===== config.mk =====
export PLATFORM = sky130hd
export DESIGN_NAME = masked_byte_pattern_search
export DESIGN_NICKNAME = d
export VERILOG_FILES = /design/src/design/mbps_pkg.sv /design/src/design/masked_byte_pattern_search.sv /design/src/design/mbps_cell.sv
export SDC_FILE = /design/constraint.sdc
export NUM_CORES = 1
export LEC_CHECK = 0
export ABC_CLOCK_PERIOD_IN_PS = 13400
export BUFFER_PORTS_ARGS = -buffer_cell sky130_fd_sc_hd__buf_2
export CAP_MARGIN = 20
export CORE_MARGIN = 5
export CORE_UTILIZATION = 30
export DETAILED_ROUTE_END_ITERATION = 6
export PLACE_DENSITY = 0.43
export SLEW_MARGIN = 0
export SYNTH_ARGS = -nofsm -noshare
export SYNTH_HDL_FRONTEND = slang
export SYNTH_SLANG_ARGS = --single-unit

===== constraint.sdc =====
create_clock -name clock -period 13.4 [get_ports clock]
set_input_delay 1.34 -clock clock [delete_from_list [all_inputs] [get_ports clock]]
set_output_delay 1.34 -clock clock [all_outputs]
set_load 0.02 [all_outputs]

===== src/design/mbps_pkg.sv =====
package mbps_pkg;

   localparam int CSR_DATA_WIDTH  = 64;
   localparam int CSR_INDEX_WIDTH = 3;
   localparam int PATTERN_BYTES   = 16;

   localparam logic [CSR_INDEX_WIDTH-1:0] CSR_PATTERN_LOW    = 3'd0;
   localparam logic [CSR_INDEX_WIDTH-1:0] CSR_PATTERN_HIGH   = 3'd1;
   localparam logic [CSR_INDEX_WIDTH-1:0] CSR_BYTE_MASK      = 3'd2;
   localparam logic [CSR_INDEX_WIDTH-1:0] CSR_PATTERN_LENGTH = 3'd3;
   localparam logic [CSR_INDEX_WIDTH-1:0] CSR_BASE_ADDRESS   = 3'd4;
   localparam logic [CSR_INDEX_WIDTH-1:0] CSR_SEARCH_LENGTH  = 3'd5;

   typedef struct packed {
      logic [7:0] data_byte;
      logic       start_scan;
   } req_payload_type;

   typedef struct packed {
      logic        found;
      logic [31:0] match_address;
   } rsp_payload_type;

   // Pattern settings shared by every cell; the length is already clamped.
   typedef struct packed {
      logic [8*PATTERN_BYTES-1:0] pattern;
      logic [PATTERN_BYTES-1:0]   byte_mask;
      logic [4:0]                 pattern_length;
   } cell_cfg_type;

endpackage


===== src/design/masked_byte_pattern_search.sv =====
// Streams memory bytes, one per transfer, and reports the first address at which a masked
// pattern of up to MAX_PATTERN bytes matches. The byte flagged with start_scan sits at the
// base address and restarts the scan; a scan fed to its end gives exactly one result
// transfer, either found with the match address or not found once the last candidate offset
// has been judged. Bytes outside a scan are taken and dropped. A byte is taken every cycle:
// the window is a row of MAX_PATTERN byte cells that shift and compare in parallel, and the
// verdict for the byte just taken is registered in the output stage, so its result appears
// in the next cycle, and input stalls only while a result waits to be taken.
module masked_byte_pattern_search #(
   parameter int MAX_PATTERN = 16
) (
   input  logic                                     clock,
   input  logic                                     reset,
   input  logic                                     req_valid,
   output logic                                     req_ready,
   input  mbps_pkg::req_payload_type                req_payload,
   output logic                                     rsp_valid,
   input  logic                                     rsp_ready,
   output mbps_pkg::rsp_payload_type                rsp_payload,
   input  logic                                     csr_we,
   input  logic [mbps_pkg::CSR_INDEX_WIDTH-1:0]     csr_index,
   input  logic [mbps_pkg::CSR_DATA_WIDTH-1:0]      csr_wdata
);
   import mbps_pkg::*;

   localparam logic [32:0] SEEN_MAX = {33{1'b1}};

   logic [63:0]            pattern_low_ff;
   logic [63:0]            pattern_high_ff;
   logic [15:0]            byte_mask_ff;
   logic [4:0]             pattern_length_ff;
   logic [31:0]            base_address_ff;
   logic [31:0]            search_length_ff;

   logic                   scan_done_ff, scan_done_in;
   logic [32:0]            bytes_seen_ff, bytes_seen_in;
   logic                   rsp_valid_ff, rsp_valid_in;
   rsp_payload_type        rsp_payload_ff, rsp_payload_in;

   cell_cfg_type           cell_cfg;
   logic [MAX_PATTERN-1:0] hit_vec;
   logic [7:0]             chain [MAX_PATTERN];
   logic                   accept;
   logic                   active;
   logic [4:0]             len_clamped;
   logic [4:0]             len_eff;
   logic [32:0]            seen_base;
   logic [32:0]            seen_next;
   logic [32:0]            cand;
   logic [32:0]            limit;
   logic                   result_fire;
   logic                   result_found;

   assign req_ready = !rsp_valid_ff || rsp_ready;
   assign accept    = req_valid && req_ready;
   assign active    = accept && (req_payload.start_scan || !scan_done_ff);

   always_ff @(posedge clock) begin
      if (reset) begin
         pattern_low_ff    <= '0;
         pattern_high_ff   <= '0;
         byte_mask_ff      <= 16'hFFFF;
         pattern_length_ff <= 5'd1;
         base_address_ff   <= '0;
         search_length_ff  <= 32'd1;
      end else if (csr_we) begin
         unique case (csr_index)
            CSR_PATTERN_LOW:    pattern_low_ff    <= csr_wdata;
            CSR_PATTERN_HIGH:   pattern_high_ff   <= csr_wdata;
            CSR_BYTE_MASK:      byte_mask_ff      <= csr_wdata[15:0];
            CSR_PATTERN_LENGTH: pattern_length_ff <= csr_wdata[4:0];
            CSR_BASE_ADDRESS:   base_address_ff   <= csr_wdata[31:0];
            CSR_SEARCH_LENGTH:  search_length_ff  <= csr_wdata[31:0];
            default: ;
         endcase
      end
   end

   always_comb begin
      len_clamped = (pattern_length_ff > 5'(MAX_PATTERN)) ? 5'(MAX_PATTERN)
                                                          : pattern_length_ff;
      len_eff     = (len_clamped == 5'd0) ? 5'd1 : len_clamped;
      cell_cfg.pattern        = {pattern_high_ff, pattern_low_ff};
      cell_cfg.byte_mask      = byte_mask_ff;
      cell_cfg.pattern_length = len_clamped;
   end

   for (genvar j = 0; j < MAX_PATTERN; j++) begin : g_cell
      logic [7:0] cell_in;
      if (j == 0) begin : g_head
         assign cell_in = req_payload.data_byte;
      end else begin : g_body
         assign cell_in = chain[j-1];
      end
      mbps_cell #(.INDEX(j)) u_cell (
         .clock    (clock),
         .shift_en (active),
         .shift_in (cell_in),
         .cfg      (cell_cfg),
         .byte_out (chain[j]),
         .hit      (hit_vec[j])
      );
   end

   // The verdict is taken on the window as it stands once this byte has shifted in.
   always_comb begin
      seen_base    = req_payload.start_scan ? '0 : bytes_seen_ff;
      seen_next    = (seen_base == SEEN_MAX) ? seen_base : seen_base + 33'd1;
      cand         = seen_next - {28'd0, len_eff};
      limit        = {1'b0, search_length_ff};
      result_fire  = 1'b0;
      result_found = 1'b0;
      if (active) begin
         priority if (search_length_ff == 32'd0) begin
            result_fire = 1'b1;
         end else if (seen_next >= {28'd0, len_eff}) begin
            if ((cand < limit) && (&hit_vec)) begin
               result_fire  = 1'b1;
               result_found = 1'b1;
            end else if (cand >= limit - 33'd1) begin
               result_fire = 1'b1;
            end
         end else begin
            result_fire = 1'b0;
         end
      end

      scan_done_in  = scan_done_ff;
      bytes_seen_in = bytes_seen_ff;
      if (active) begin
         bytes_seen_in = seen_next;
         scan_done_in  = result_fire;
      end

      rsp_valid_in   = rsp_valid_ff && !rsp_ready;
      rsp_payload_in = rsp_payload_ff;
      if (result_fire) begin
         rsp_valid_in                 = 1'b1;
         rsp_payload_in.found         = result_found;
         rsp_payload_in.match_address = result_found ? base_address_ff + cand[31:0] : '0;
      end
   end

   always_ff @(posedge clock) begin
      if (reset) begin
         scan_done_ff  <= 1'b1;
         bytes_seen_ff <= '0;
         rsp_valid_ff  <= 1'b0;
      end else begin
         scan_done_ff  <= scan_done_in;
         bytes_seen_ff <= bytes_seen_in;
         rsp_valid_ff  <= rsp_valid_in;
      end
   end

   always_ff @(posedge clock) begin
      rsp_payload_ff <= rsp_payload_in;
   end

   assign rsp_valid   = rsp_valid_ff;
   assign rsp_payload = rsp_payload_ff;

`ifndef SYNTHESIS
   a_result_needs_byte: assert property (@(posedge clock) disable iff (reset)
      $rose(rsp_valid_ff) |-> $past(active))
      else $error("result appeared without a byte taken in a scan");

   a_not_found_zero: assert property (@(posedge clock) disable iff (reset)
      rsp_valid_ff && !rsp_payload_ff.found |-> rsp_payload_ff.match_address == 32'd0)
      else $error("not-found result carries a non-zero address");

   a_done_after_result: assert property (@(posedge clock) disable iff (reset)
      result_fire |=> scan_done_ff)
      else $error("scan still running after its result");

   a_count_grows: assert property (@(posedge clock) disable iff (reset)
      active && !req_payload.start_scan |=> bytes_seen_ff >= $past(bytes_seen_ff))
      else $error("byte count went backwards within a scan");
`endif

endmodule


===== src/design/mbps_cell.sv =====
module mbps_cell #(
   parameter int INDEX = 0
) (
   input  logic                  clock,
   input  logic                  shift_en,
   input  logic [7:0]            shift_in,
   input  mbps_pkg::cell_cfg_type cfg,
   output logic [7:0]            byte_out,
   output logic                  hit
);
   import mbps_pkg::*;

   logic [7:0] byte_ff;
   logic [7:0] byte_in;
   logic [3:0] pat_sel;
   logic [7:0] pat_byte;
   logic       care;

   // Cell j holds window entry j, which lines up with pattern byte length-1-j.
   always_comb begin
      pat_sel  = 4'(cfg.pattern_length - 5'd1 - 5'(INDEX));
      care     = (5'(INDEX) < cfg.pattern_length) && cfg.byte_mask[pat_sel];
      pat_byte = cfg.pattern[{pat_sel, 3'b000} +: 8];
      hit      = !care || (shift_in == pat_byte);
      byte_in  = shift_en ? shift_in : byte_ff;
   end

   always_ff @(posedge clock) begin
      byte_ff <= byte_in;
   end

   assign byte_out = byte_ff;

endmodule


# --- Yosys cells after proc, flatten, opt, wreduce, memory -nomap -nowiden ---
# Index checks and enable logic that the tools add are counted.
# Widths: inputs -> output; s select.
word_totals:
  out_inout_bits: 35
  wordCells: 233
  regBits: 401
op_classes:
  reduce_logical: 67
  n_lt_le_gt_ge: 36
  addsub: 20
  eq_ne: 22
  n_shift: 16
  mux: 46
op_table:
  columns: ["operator", "count"]
  rows:
  - ["$shiftx 128x8->8", 16]
  - ["$eq 8x8->1", 16]
  - ["$lt 4x5->1 const B", 16]
  - ["$mux 33", 2]
  - ["$bmux 1 s4", 16]
  - ["$lt 4x5->1 const A", 8]
  - ["$add 33x1->33 const B", 1]
  - ["$eq 33x33->1 const B", 1]
  - ["$ge 33x33->1", 1]
  - ["$ge 33x5->1", 1]
  - ["$lt 33x32->1", 1]
  - ["$sub 32x1->33 const B", 1]
  - ["$sub 33x5->33", 1]
  - ["$add 32x32->32", 1]
  - ["$logic_not 32->1", 1]
  - ["$sub 4x4->4 const B", 8]
  - ["$mux 1", 26]
  - ["$logic_and 1x1->1", 20]
  - ["$lt 3x5->1 const A", 4]
  - ["$logic_not 1->1", 19]
  - ["$logic_or 1x1->1", 18]
  - ["$reduce_and 16->1", 1]
  - ["$sub 4x3->4 const B", 4]
  - ["$reduce_and 2->1", 6]
  - ["other kinds (11)", 18]

# --- Longest topological paths before layout ---
# Gate-level depths: netlist of the first run.
depth:
  ltp_word: 16
  mapped_depth: 37

# --- By module ---
# Synthesis of the first run repeated with hierarchy kept, for this count alone.
hier_totals:
  hier_cells: 3802
  hier_area_um2: 41173.2
by_module_without_submodules:
  columns: ["mod", "area_per_inst_um2", "cells_each", "instances"]
  rows:
  - ["masked_byte_pattern_search", 15394.8, 1946, 1]
  - ["mbps_cell (g_cell[12].u_cell)", 1696.6, 135, 1]
  - ["mbps_cell (g_cell[15].u_cell)", 1685.4, 135, 1]
  - ["mbps_cell (g_cell[8].u_cell)", 1652.8, 122, 1]
  - ["mbps_cell (g_cell[4].u_cell)", 1631.6, 117, 1]
  - ["mbps_cell (g_cell[3].u_cell)", 1624.1, 132, 1]
  - ["mbps_cell (g_cell[5].u_cell)", 1614.0, 97, 1]
  - ["mbps_cell (g_cell[14].u_cell)", 1612.8, 110, 1]
  - ["mbps_cell (g_cell[1].u_cell)", 1612.8, 98, 1]
  - ["mbps_cell (g_cell[7].u_cell)", 1610.3, 115, 1]
  - ["mbps_cell (g_cell[9].u_cell)", 1604.0, 117, 1]
  - ["mbps_cell (g_cell[0].u_cell)", 1596.5, 110, 1]
  - ["mbps_cell (g_cell[13].u_cell)", 1589.0, 115, 1]
  - ["mbps_cell (g_cell[10].u_cell)", 1569.0, 109, 1]
  - ["+3 rows", null, null, null]

# --- Worst setup path before layout of the first run ---
# Ideal clock, no wire load.
synth_timing:
  path_kind: "input to register"
  from: "in req_payload[0] (netlist bit)"
  to: "reg rsp_payload_ff, in the netlist rsp_payload[0], enable pin"
  slack_ps: 3185
  setup_ps: 443
  n_path_buf: 7
  t_arrival_ps: 9772
  cell_stages: 35
  path_cell_list: "buf_2 > buf_1 > clkbuf_1 > buf_1 > buf_1 > nor2b_1 > ha_1 > nand3b_1 > nor4_1 > nand3_1 > clkbuf_1 > mux2i_1 > inv_1 > ha_1 > nor2b_1 > o21ai_0 > a21boi_0 > o21ai_0 > nand4_1 > nor3b_1 > nand3_1 > nor2_1 > xor2_1 > ha_1 > nor2b_1 > o21ai_0 > o21ai_0 > nor2_1 > o21ai_0 > a21oi_1 > nand3_1 > a2111oi_2 > nand4_4 > buf_6 > a31oi_1"
synth_between:
  elab_chain_cells: 10
  word_cells_on_any_way: 16
  classes_between: "add/sub: 2; order compare: 3; eq/ne: 1; mux: 7; reduce/logical: 3"
synth_rtl:
  columns: ["element", "line_no", "rtl"]
  rows:
  - ["from (decl)", "masked_byte_pattern_search.sv:16", "input mbps_pkg::req_payload_type req_payload,"]
  - ["$mux 33 *", "masked_byte_pattern_search.sv:107", "seen_base = req_payload.start_scan ? '0 : bytes_seen_ff;"]
  - ["$add 33x1->33 / $eq 33x33->1 (equally long branches)", "masked_byte_pattern_search.sv:108", "seen_next = (seen_base == SEEN_MAX) ? seen_base : seen_base + 33'd1;"]
  - ["$mux 33 *", "masked_byte_pattern_search.sv:108", null]
  - ["net seen_next[1]", "masked_byte_pattern_search.sv:48", "logic [32:0] seen_next;"]
  - ["$sub 33x5->33", "masked_byte_pattern_search.sv:109", "cand = seen_next - {28'd0, len_eff};"]
  - ["$ge 33x33->1 / $lt 33x32->1 (equally long branches)", "masked_byte_pattern_search.sv:120, masked_byte_pattern_search.sv:117", null]
  - ["$mux 1 / $logic_and 1x1->1 (equally long branches)", "masked_byte_pattern_search.sv:120, masked_byte_pattern_search.sv:117", null]
  - ["$mux 1", "masked_byte_pattern_search.sv:117", "if ((cand < limit) && (&hit_vec)) begin"]
  - ["$mux 1 *", "masked_byte_pattern_search.sv:116", "end else if (seen_next >= {28'd0, len_eff}) begin"]
  - ["$mux 1 *", "masked_byte_pattern_search.sv:114", "priority if (search_length_ff == 32'd0) begin"]
  - ["$mux 1 *", "masked_byte_pattern_search.sv:113", "if (active) begin"]
  - ["net result_fire", "masked_byte_pattern_search.sv:51", "logic result_fire;"]
  - ["to (signal assigned)", "masked_byte_pattern_search.sv:157", "rsp_payload_ff <= rsp_payload_in;"]
  - ["to (decl)", "masked_byte_pattern_search.sv:38", "rsp_payload_type rsp_payload_ff, rsp_payload_in;"]
# Mark *: on every way through the listed nets, which the timed path passes. The rest lies on a longest branch.
# A chain may end at the register's enable or synchronous reset.

# --- Worst setup path after layout of the first run ---
layout_timing:
  from: "in req_payload[0] (netlist bit)"
  to: "reg rsp_payload_ff, in the netlist rsp_payload[3], enable pin"
# Same word-level chain as after synthesis.

==> flow_metrics.env, run 1 <==
export IMPL_powerDensity_nw_per_um2=113.7
export IMPL_whs_ns=0.4609
export IMPL_worstHoldPathType="reg -> reg"
export IMPL_crit_slowest_cell="nor4_1"
export IMPL_grt_setup_unrepaired="false"
export IMPL_grt_pass1_vias=24260
export IMPL_critPathMaxStageDelay_ns=0.93
export IMPL_worst_slew_pin_slew_ns=1.088
export IMPL_drc=0
export IMPL_multi_input_area_um2=18980
export IMPL_synth_fp_nets=3321
export IMPL_grt_start_max_net_pins=131
export IMPL_syn_area_um2=29470
export IMPL_ir_drop_mv=0.08901
export IMPL_syn_inst=3127
export IMPL_grt_pass1_wl_um=169600
export IMPL_vias=24770
export IMPL_worstPathMaxFanout=36
export IMPL_drt_iter0_drc=2047
export IMPL_final_antenna_net_count=0
export IMPL_core_area_um2=97990
export IMPL_synth_top_cell_area_share=0.1685
export IMPL_die_w_um=323.4
export IMPL_nFillCells=10140
export IMPL_synthTopCellsByArea="dfxtp_1, edfxtp_1, mux4_2, mux2i_1, nand2_1"
export IMPL_fp_dieH_um=323.4
export IMPL_cts_tree="done"
export IMPL_period_needed_ns=10.09
export IMPL_yosysTopAreaCell="dfxtp_1"
export IMPL_h_tree_depth=2
export IMPL_synthArstFlopShare=0
export IMPL_tns_ns=0
export IMPL_crit_type="in -> reg"
export IMPL_area_delta_synth_final_pct=12.10
export IMPL_seq_area_um2=9560
export IMPL_period_share=0.7532
export IMPL_clk_pin_slew_ns=0.06
export IMPL_max_cap_violations=0
export IMPL_wl_per_cell_um=26.23
export IMPL_synth_ff_type="dfxtp_1"
export IMPL_cp_start_kind="primary input"
export IMPL_dp_hpwl_um=88300
export IMPL_via_per_inst=5.537
export IMPL_grt_overflow=0
export IMPL_ctsHoldBuffers=0
export IMPL_gp_congestion=0.9192
export IMPL_drive_above_1_share=0.1556
export IMPL_diodes=0
export IMPL_finClkSkew_ns=0.03089
export IMPL_ctsResizeCount=0
export IMPL_crit_arrival_ns=10.37
export IMPL_nets=3340
export IMPL_syn_area_per_cell_um2=9.423
export IMPL_synth_seq_area_share=0.3244
export IMPL_slew_headroom=0.2744
export IMPL_start_util=0.3007
export IMPL_cts_num_sinks=401
export IMPL_leakage_nw=11.68
export IMPL_dieArea_um2=104600
export IMPL_drt_total_wl_um=117300
export IMPL_antenna_found_initial=6
export IMPL_place_port_buffers=115
export IMPL_firstDrtPassIters=6
export IMPL_status="finished, final reports clean"
export IMPL_insertion_delay_ns=0.64
export IMPL_drv_slew=0
export IMPL_synth_edf_count=153
export IMPL_dpl_cell_count=4378
export IMPL_num_rows=115
export IMPL_end_kind="flip-flop"
export IMPL_cpMostUsedCell="o21ai_0"
export IMPL_ys_ff_latch=401
export IMPL_required_ns=13.68
export IMPL_final_setup_viol_count=0
export IMPL_numCtsBuffers=52
export IMPL_num_io_pins=116
export IMPL_final_hold_viol_count=0
export IMPL_ys_types=91
export IMPL_cts_root_buf="clkbuf_16"
export IMPL_clock_fmax_mhz=99.08
export IMPL_grtUsageTotal=0.2187
export IMPL_instances_no_fill=4474
export IMPL_ys_warn_count=0
export IMPL_ctsLongestPathBuffers=3
export IMPL_cts_setup_buffers=0
[logic make-up (layout without fill, tap and decap cells)]
logic type,after synthesis,after routing,synth area share
buffers and inverters,264,324,0.03614
DFF,401,401,0.3244
xor gates and xnor gates,245,245,0.07512
and+or+nand+nor,1032,1032,0.1672
AOI/OAI and AO/OA,582,582,0.1198
muxes,490,490,0.2288
adders and majority gates,113,113,0.04849
[metal layers]
metal	GRT usage	vias up	routed length [um]
met5	0	-	0
met4	0.09659	0	5970
met3	0.02884	198	5629
met2	0.3770	718	56870
met1	0.2745	12350	48870
li1	-	11510	-
[flip-flops by register name, summed over array words and instances, names as in the netlist]
| register | count |
|---|---|
| pattern_length_ff | 5 |
| rsp_valid | 1 |
| search_length_ff | 32 |
| g_cell.u_cell.byte_out | 120 |
| base_address_ff | 32 |
| scan_done_ff | 1 |
| byte_mask_ff | 16 |
| rsp_payload | 33 |
| pattern_high_ff | 64 |
| pattern_low_ff | 64 |
| bytes_seen_ff | 33 |
[critical path, delay by kind of cell]
family / cells / cell delay (ns)
and+or+nand+nor: 13 / 4.42
muxes: 1 / 0.51
buffers and inverters: 4 / 0.84
xor gates and xnor gates: 1 / 0.31
adders and majority gates: 3 / 0.85
AOI/OAI and AO/OA: 9 / 2.00
[synthesized netlist by cell type (5+ instances only)]
master / count
nor2b_1: 51
buf_1: 24
mux2i_1: 320
inv_1: 60
xnor2_1: 149
o21ai_0: 80
or3b_2: 5
nand4b_1: 5
nor2_1: 148
edfxtp_1: 153
o21a_1: 16
nand2b_1: 25
and3_1: 14
a21o_1: 34
clkbuf_1: 132
nor3_2: 28
ha_1: 111
nand4_1: 34
o211ai_1: 13
a211oi_1: 17
buf_2: 37
nor3_1: 68
a2bb2oi_1: 6
o22ai_1: 22
a22oi_1: 8
nor3b_1: 5
and2_1: 7
o31ai_1: 10
a211o_1: 19
or3_1: 18
nand3b_1: 8
dfxtp_1: 248
o21bai_1: 7
or4_1: 9
xor2_1: 91
mux2_2: 25
nor4_1: 29
mux4_2: 144
a31oi_1: 17
nand2_1: 503
nand3_1: 54
a21oi_1: 288
[per-stage QoR]
stage          area (um^2)    util  total power, mW  setup WS, ns
2_1_floorplan        29470       -            2.049         3.185
3_3_place_gp         31340  0.3198            2.371         2.826
3_5_place_dp         31340  0.3199            2.364         2.681
4_1_cts              33020  0.3370            3.803         3.310
5_1_grt              33030  0.3371            3.928         2.308
6_report             33030  0.3371            3.754         3.307
[placed cells by master, fill, tap and decap left out, types with 25 or more instances in the layout]
cell type	instances
nand2_1	500
mux2i_1	319
a21oi_1	288
dfxtp_1	247
edfxtp_1	153
nor2_1	145
xnor2_1	145
mux4_2	144
buf_2	114
ha_1	110
xor2_1	91
o21ai_0	80
nor3_1	66
inv_1	58
clkbuf_16	54
nand3_1	51
nor2b_1	48
buf_4	48
a21o_1	34
nand4_1	34
nor3_2	30
nor4_1	29
mux2_2	25
[worst paths after layout]
kind	start	slack, ns	depth (start not counted)	endpoint
hold reg to reg	base_address_ff[4]	0.46	2	base_address_ff[4]
hold / removal	base_address_ff[4]	0.46	2	base_address_ff[4]
setup / recovery	req_payload[0]	3.31	31	rsp_payload[3]
setup reg to reg	bytes_seen_ff[0]	3.95	29	rsp_payload[3]
[where the power goes]
part           leakage [nW]  internal [mW]  total, mW  switching [mW]
clock network         0.820          0.817       1.41           0.596
registers              3.45           1.35       1.42          0.0669
logic                  7.41          0.340      0.920           0.580
total                  11.7           2.51       3.75            1.24
[area by class of cell]
| class | instances | area share |
|---|---|---|
| clock buffers | 68 | 0.04371 |
| clock inverters | 27 | 0.007197 |
| inverters | 66 | 0.007803 |
| multi-input cells | 2462 | 0.5745 |
| flip-flops and latches | 401 | 0.2894 |
| well taps | 1287 | 0.04875 |
| repair buffers | 163 | 0.02860 |
No activity file was read; power rests on OpenSTA's default activity.
==> run 2, diff against run 1 <==
--- a/config.mk
+++ b/config.mk
@@ -5,13 +5,13 @@
 export SDC_FILE = /design/constraint.sdc
 export NUM_CORES = 1
 export LEC_CHECK = 0
-export ABC_CLOCK_PERIOD_IN_PS = 13400
+export ABC_CLOCK_PERIOD_IN_PS = 8500
 export BUFFER_PORTS_ARGS = -buffer_cell sky130_fd_sc_hd__buf_2
 export CAP_MARGIN = 20
 export CORE_MARGIN = 5
 export CORE_UTILIZATION = 30
 export DETAILED_ROUTE_END_ITERATION = 6
-export PLACE_DENSITY = 0.43
+export PLACE_DENSITY = 0.44
 export SLEW_MARGIN = 0
 export SYNTH_ARGS = -nofsm -noshare
 export SYNTH_HDL_FRONTEND = slang
==> constraint.sdc (replaced) <==
create_clock -name clock -period 8.5 [get_ports clock]
set_input_delay 0.85 -clock clock [delete_from_list [all_inputs] [get_ports clock]]
set_output_delay 0.85 -clock clock [all_outputs]
set_load 0.02 [all_outputs]
==> run 2 against run 1 <==
Compared with the run above:
- via count down 0.15%
- combinational power up 59%
- clock-buffer cell count down 3
- setup slack worse by 2.6 ns
- critical path type is now reg -> reg
- die area unchanged
- non-clock buffer count up 11
- clock skew up 0.0023 ns
- sequential cell count unchanged
- cell count up 0.22%
- routed wire length about the same
==> flow_metrics.env, run 2 (synthesized netlist as in run 1, its figures left out) <==
export IMPL_crit_slowest_cell="o21ai_0"
export IMPL_cts_tree="done"
export IMPL_drive_above_1_share=0.1620
export IMPL_critPathCapture="rsp_payload[3]"
export IMPL_num_rows=115
export IMPL_worstPathMaxFanout=33
export IMPL_numCtsBuffers=50
export IMPL_ctsResizeCount=0
export IMPL_num_io_pins=116
export IMPL_status="finished, final reports clean"
export IMPL_end_kind="flip-flop"
export IMPL_finClkSkew_ns=0.03317
export IMPL_reg2reg_depth=27
export IMPL_nets=3349
export IMPL_worst_path_buf_inv=2
export IMPL_grt_setup_unrepaired="false"
export IMPL_core_area_um2=97990
export IMPL_period_needed_ns=7.765
export IMPL_grt_overflow=0
export IMPL_diodes=0
export IMPL_dp_hpwl_um=88560
export IMPL_worstHoldPathType="in -> reg"
export IMPL_die_w_um=323.4
export IMPL_gp_congestion=0.9352
export IMPL_crit_family="simple AND/OR/NAND/NOR gates"
export IMPL_grt_start_max_net_pins=99
export IMPL_grtUsageTotal=0.2195
export IMPL_cpMostUsedCell="o21ai_0"
export IMPL_ctsHoldBuffers=0
export IMPL_crit_arrival_ns=8.07
export IMPL_slew_headroom=0.2396
export IMPL_firstDrtPassIters=6
export IMPL_place_port_buffers=115
export IMPL_powerDensity_nw_per_um2=181.9
export IMPL_r2r_end="rsp_payload[3]"
export IMPL_nFillCells=10180
export IMPL_whs_ns=0.4183
export IMPL_worst_slew_pin_slew_ns=1.141
export IMPL_ff2ff_setup_slack_ns=0.73
export IMPL_period_share=0.9136
export IMPL_max_cap_violations=0
export IMPL_ctsLongestPathBuffers=3
export IMPL_tns_ns=0
export IMPL_fp_dieH_um=323.4
export IMPL_cts_root_buf="clkbuf_16"
export IMPL_ir_drop_mv=0.1409
export IMPL_dieArea_um2=104600
export IMPL_final_cell_mix="nand2_1, mux2i_1, a21oi_1"
export IMPL_largest_register_ffs=120
export IMPL_h_tree_depth=2
export IMPL_drv_slew=0
export IMPL_vias=24740
export IMPL_crit_type="reg -> reg"
export IMPL_wl_per_cell_um=26.15
export IMPL_critPathMaxStageDelay_ns=0.72
export IMPL_final_setup_viol_count=0
export IMPL_insertion_delay_ns=0.64
export IMPL_drc=0
export IMPL_final_hold_viol_count=0
export IMPL_grt_pass1_vias=24080
export IMPL_cp_start_kind="flip-flop"
export IMPL_grt_pass1_wl_um=170700
export IMPL_required_ns=8.81
export IMPL_path_depth=27
export IMPL_post_place_ws_ns=0.3517
export IMPL_leakage_nw=11.80
export IMPL_total_power_mw=6.044
export IMPL_drt_total_wl_um=117300
export IMPL_area_delta_synth_final_pct=12.77
export IMPL_layout_setup_ws_ns=0.7347
export IMPL_cts_setup_buffers=0
export IMPL_clock_fmax_mhz=128.8
export IMPL_drt_iter0_drc=2094
export IMPL_crit_path_start="bytes_seen_ff[21]"
export IMPL_clk_pin_slew_ns=0.06
export IMPL_cts_num_sinks=401
export IMPL_antenna_found_initial=2
export IMPL_via_per_inst=5.516
export IMPL_final_antenna_net_count=0
export IMPL_mostFrequentLayoutCell="nand2_1"
export IMPL_start_util=0.3007
export IMPL_timing_rr_start="bytes_seen_ff[21]"
==> run 2: cell types whose count changed in the layout (fill, tap and decap cells not counted), sizes merged <==
cell | before | now
bufinv | 3 | 7
inv | 68 | 69
clkbuf | 69 | 66
clkinv | 18 | 17
buf | 162 | 173
clkinvlp | 4 | 2
==> run 2: area by class of cell <==
| class | count | area, um^2 | area share |
|---|---|---|---|
| Multi-Input combinational cell | 2462 | 18980 | 0.5713 |
| Inverter | 66 | 257.7 | 0.007757 |
| Tap cell | 1287 | 1610 | 0.04846 |
| Sequential cell | 401 | 9560 | 0.2877 |
| Clock inverter | 29 | 386.6 | 0.01163 |
| Timing Repair Buffer | 174 | 1025 | 0.03084 |
| Clock buffer | 65 | 1406 | 0.04232 |
==> run 2: layer usage <==
layer	global-route usage	wire length (um)	up-vias
li1	-	-	11510
met5	0	0	-
met1	0.2838	49790	12320
met2	0.3752	56680	718
met3	0.02597	5340	188
met4	0.08743	5462	0
==> run 2: metrics by stage <==
| stage | util | std cells | instance area, um^2 |
|---|---|---|---|
| final | 0.3391 | 4484 | 33230 |
| after floorplan | - | 3127 | 29490 |
| after CTS | 0.3391 | 4483 | 33220 |
| after global routing | 0.3391 | 4484 | 33230 |
| after global placement | 0.3208 | 4389 | 31430 |
| after detailed placement | 0.3208 | 4389 | 31430 |
==> run 2: how the worst min path moves through the flow <==
stage,cells after the start,end,from,slack (ns)
2_1_floorplan,0,g_cell[11].u_cell.byte_out[2],g_cell[10].u_cell.byte_out[2],0.44
3_5_place_dp,2,search_length_ff[4],search_length_ff[4],0.45
5_1_grt,1,g_cell[0].u_cell.byte_out[6],req_payload[7],0.40
6_report,1,g_cell[0].u_cell.byte_out[2],req_payload[3],0.42
4_1_cts,1,g_cell[0].u_cell.byte_out[2],req_payload[3],0.38
3_3_place_gp,0,g_cell[13].u_cell.byte_out[7],g_cell[12].u_cell.byte_out[7],0.45
==> run 2: report_power, final <==
part,switching [mW],internal (mW)
clock,0.951,1.39
sequential,0.105,2.13
combinational,0.922,0.540
total,1.98,4.07
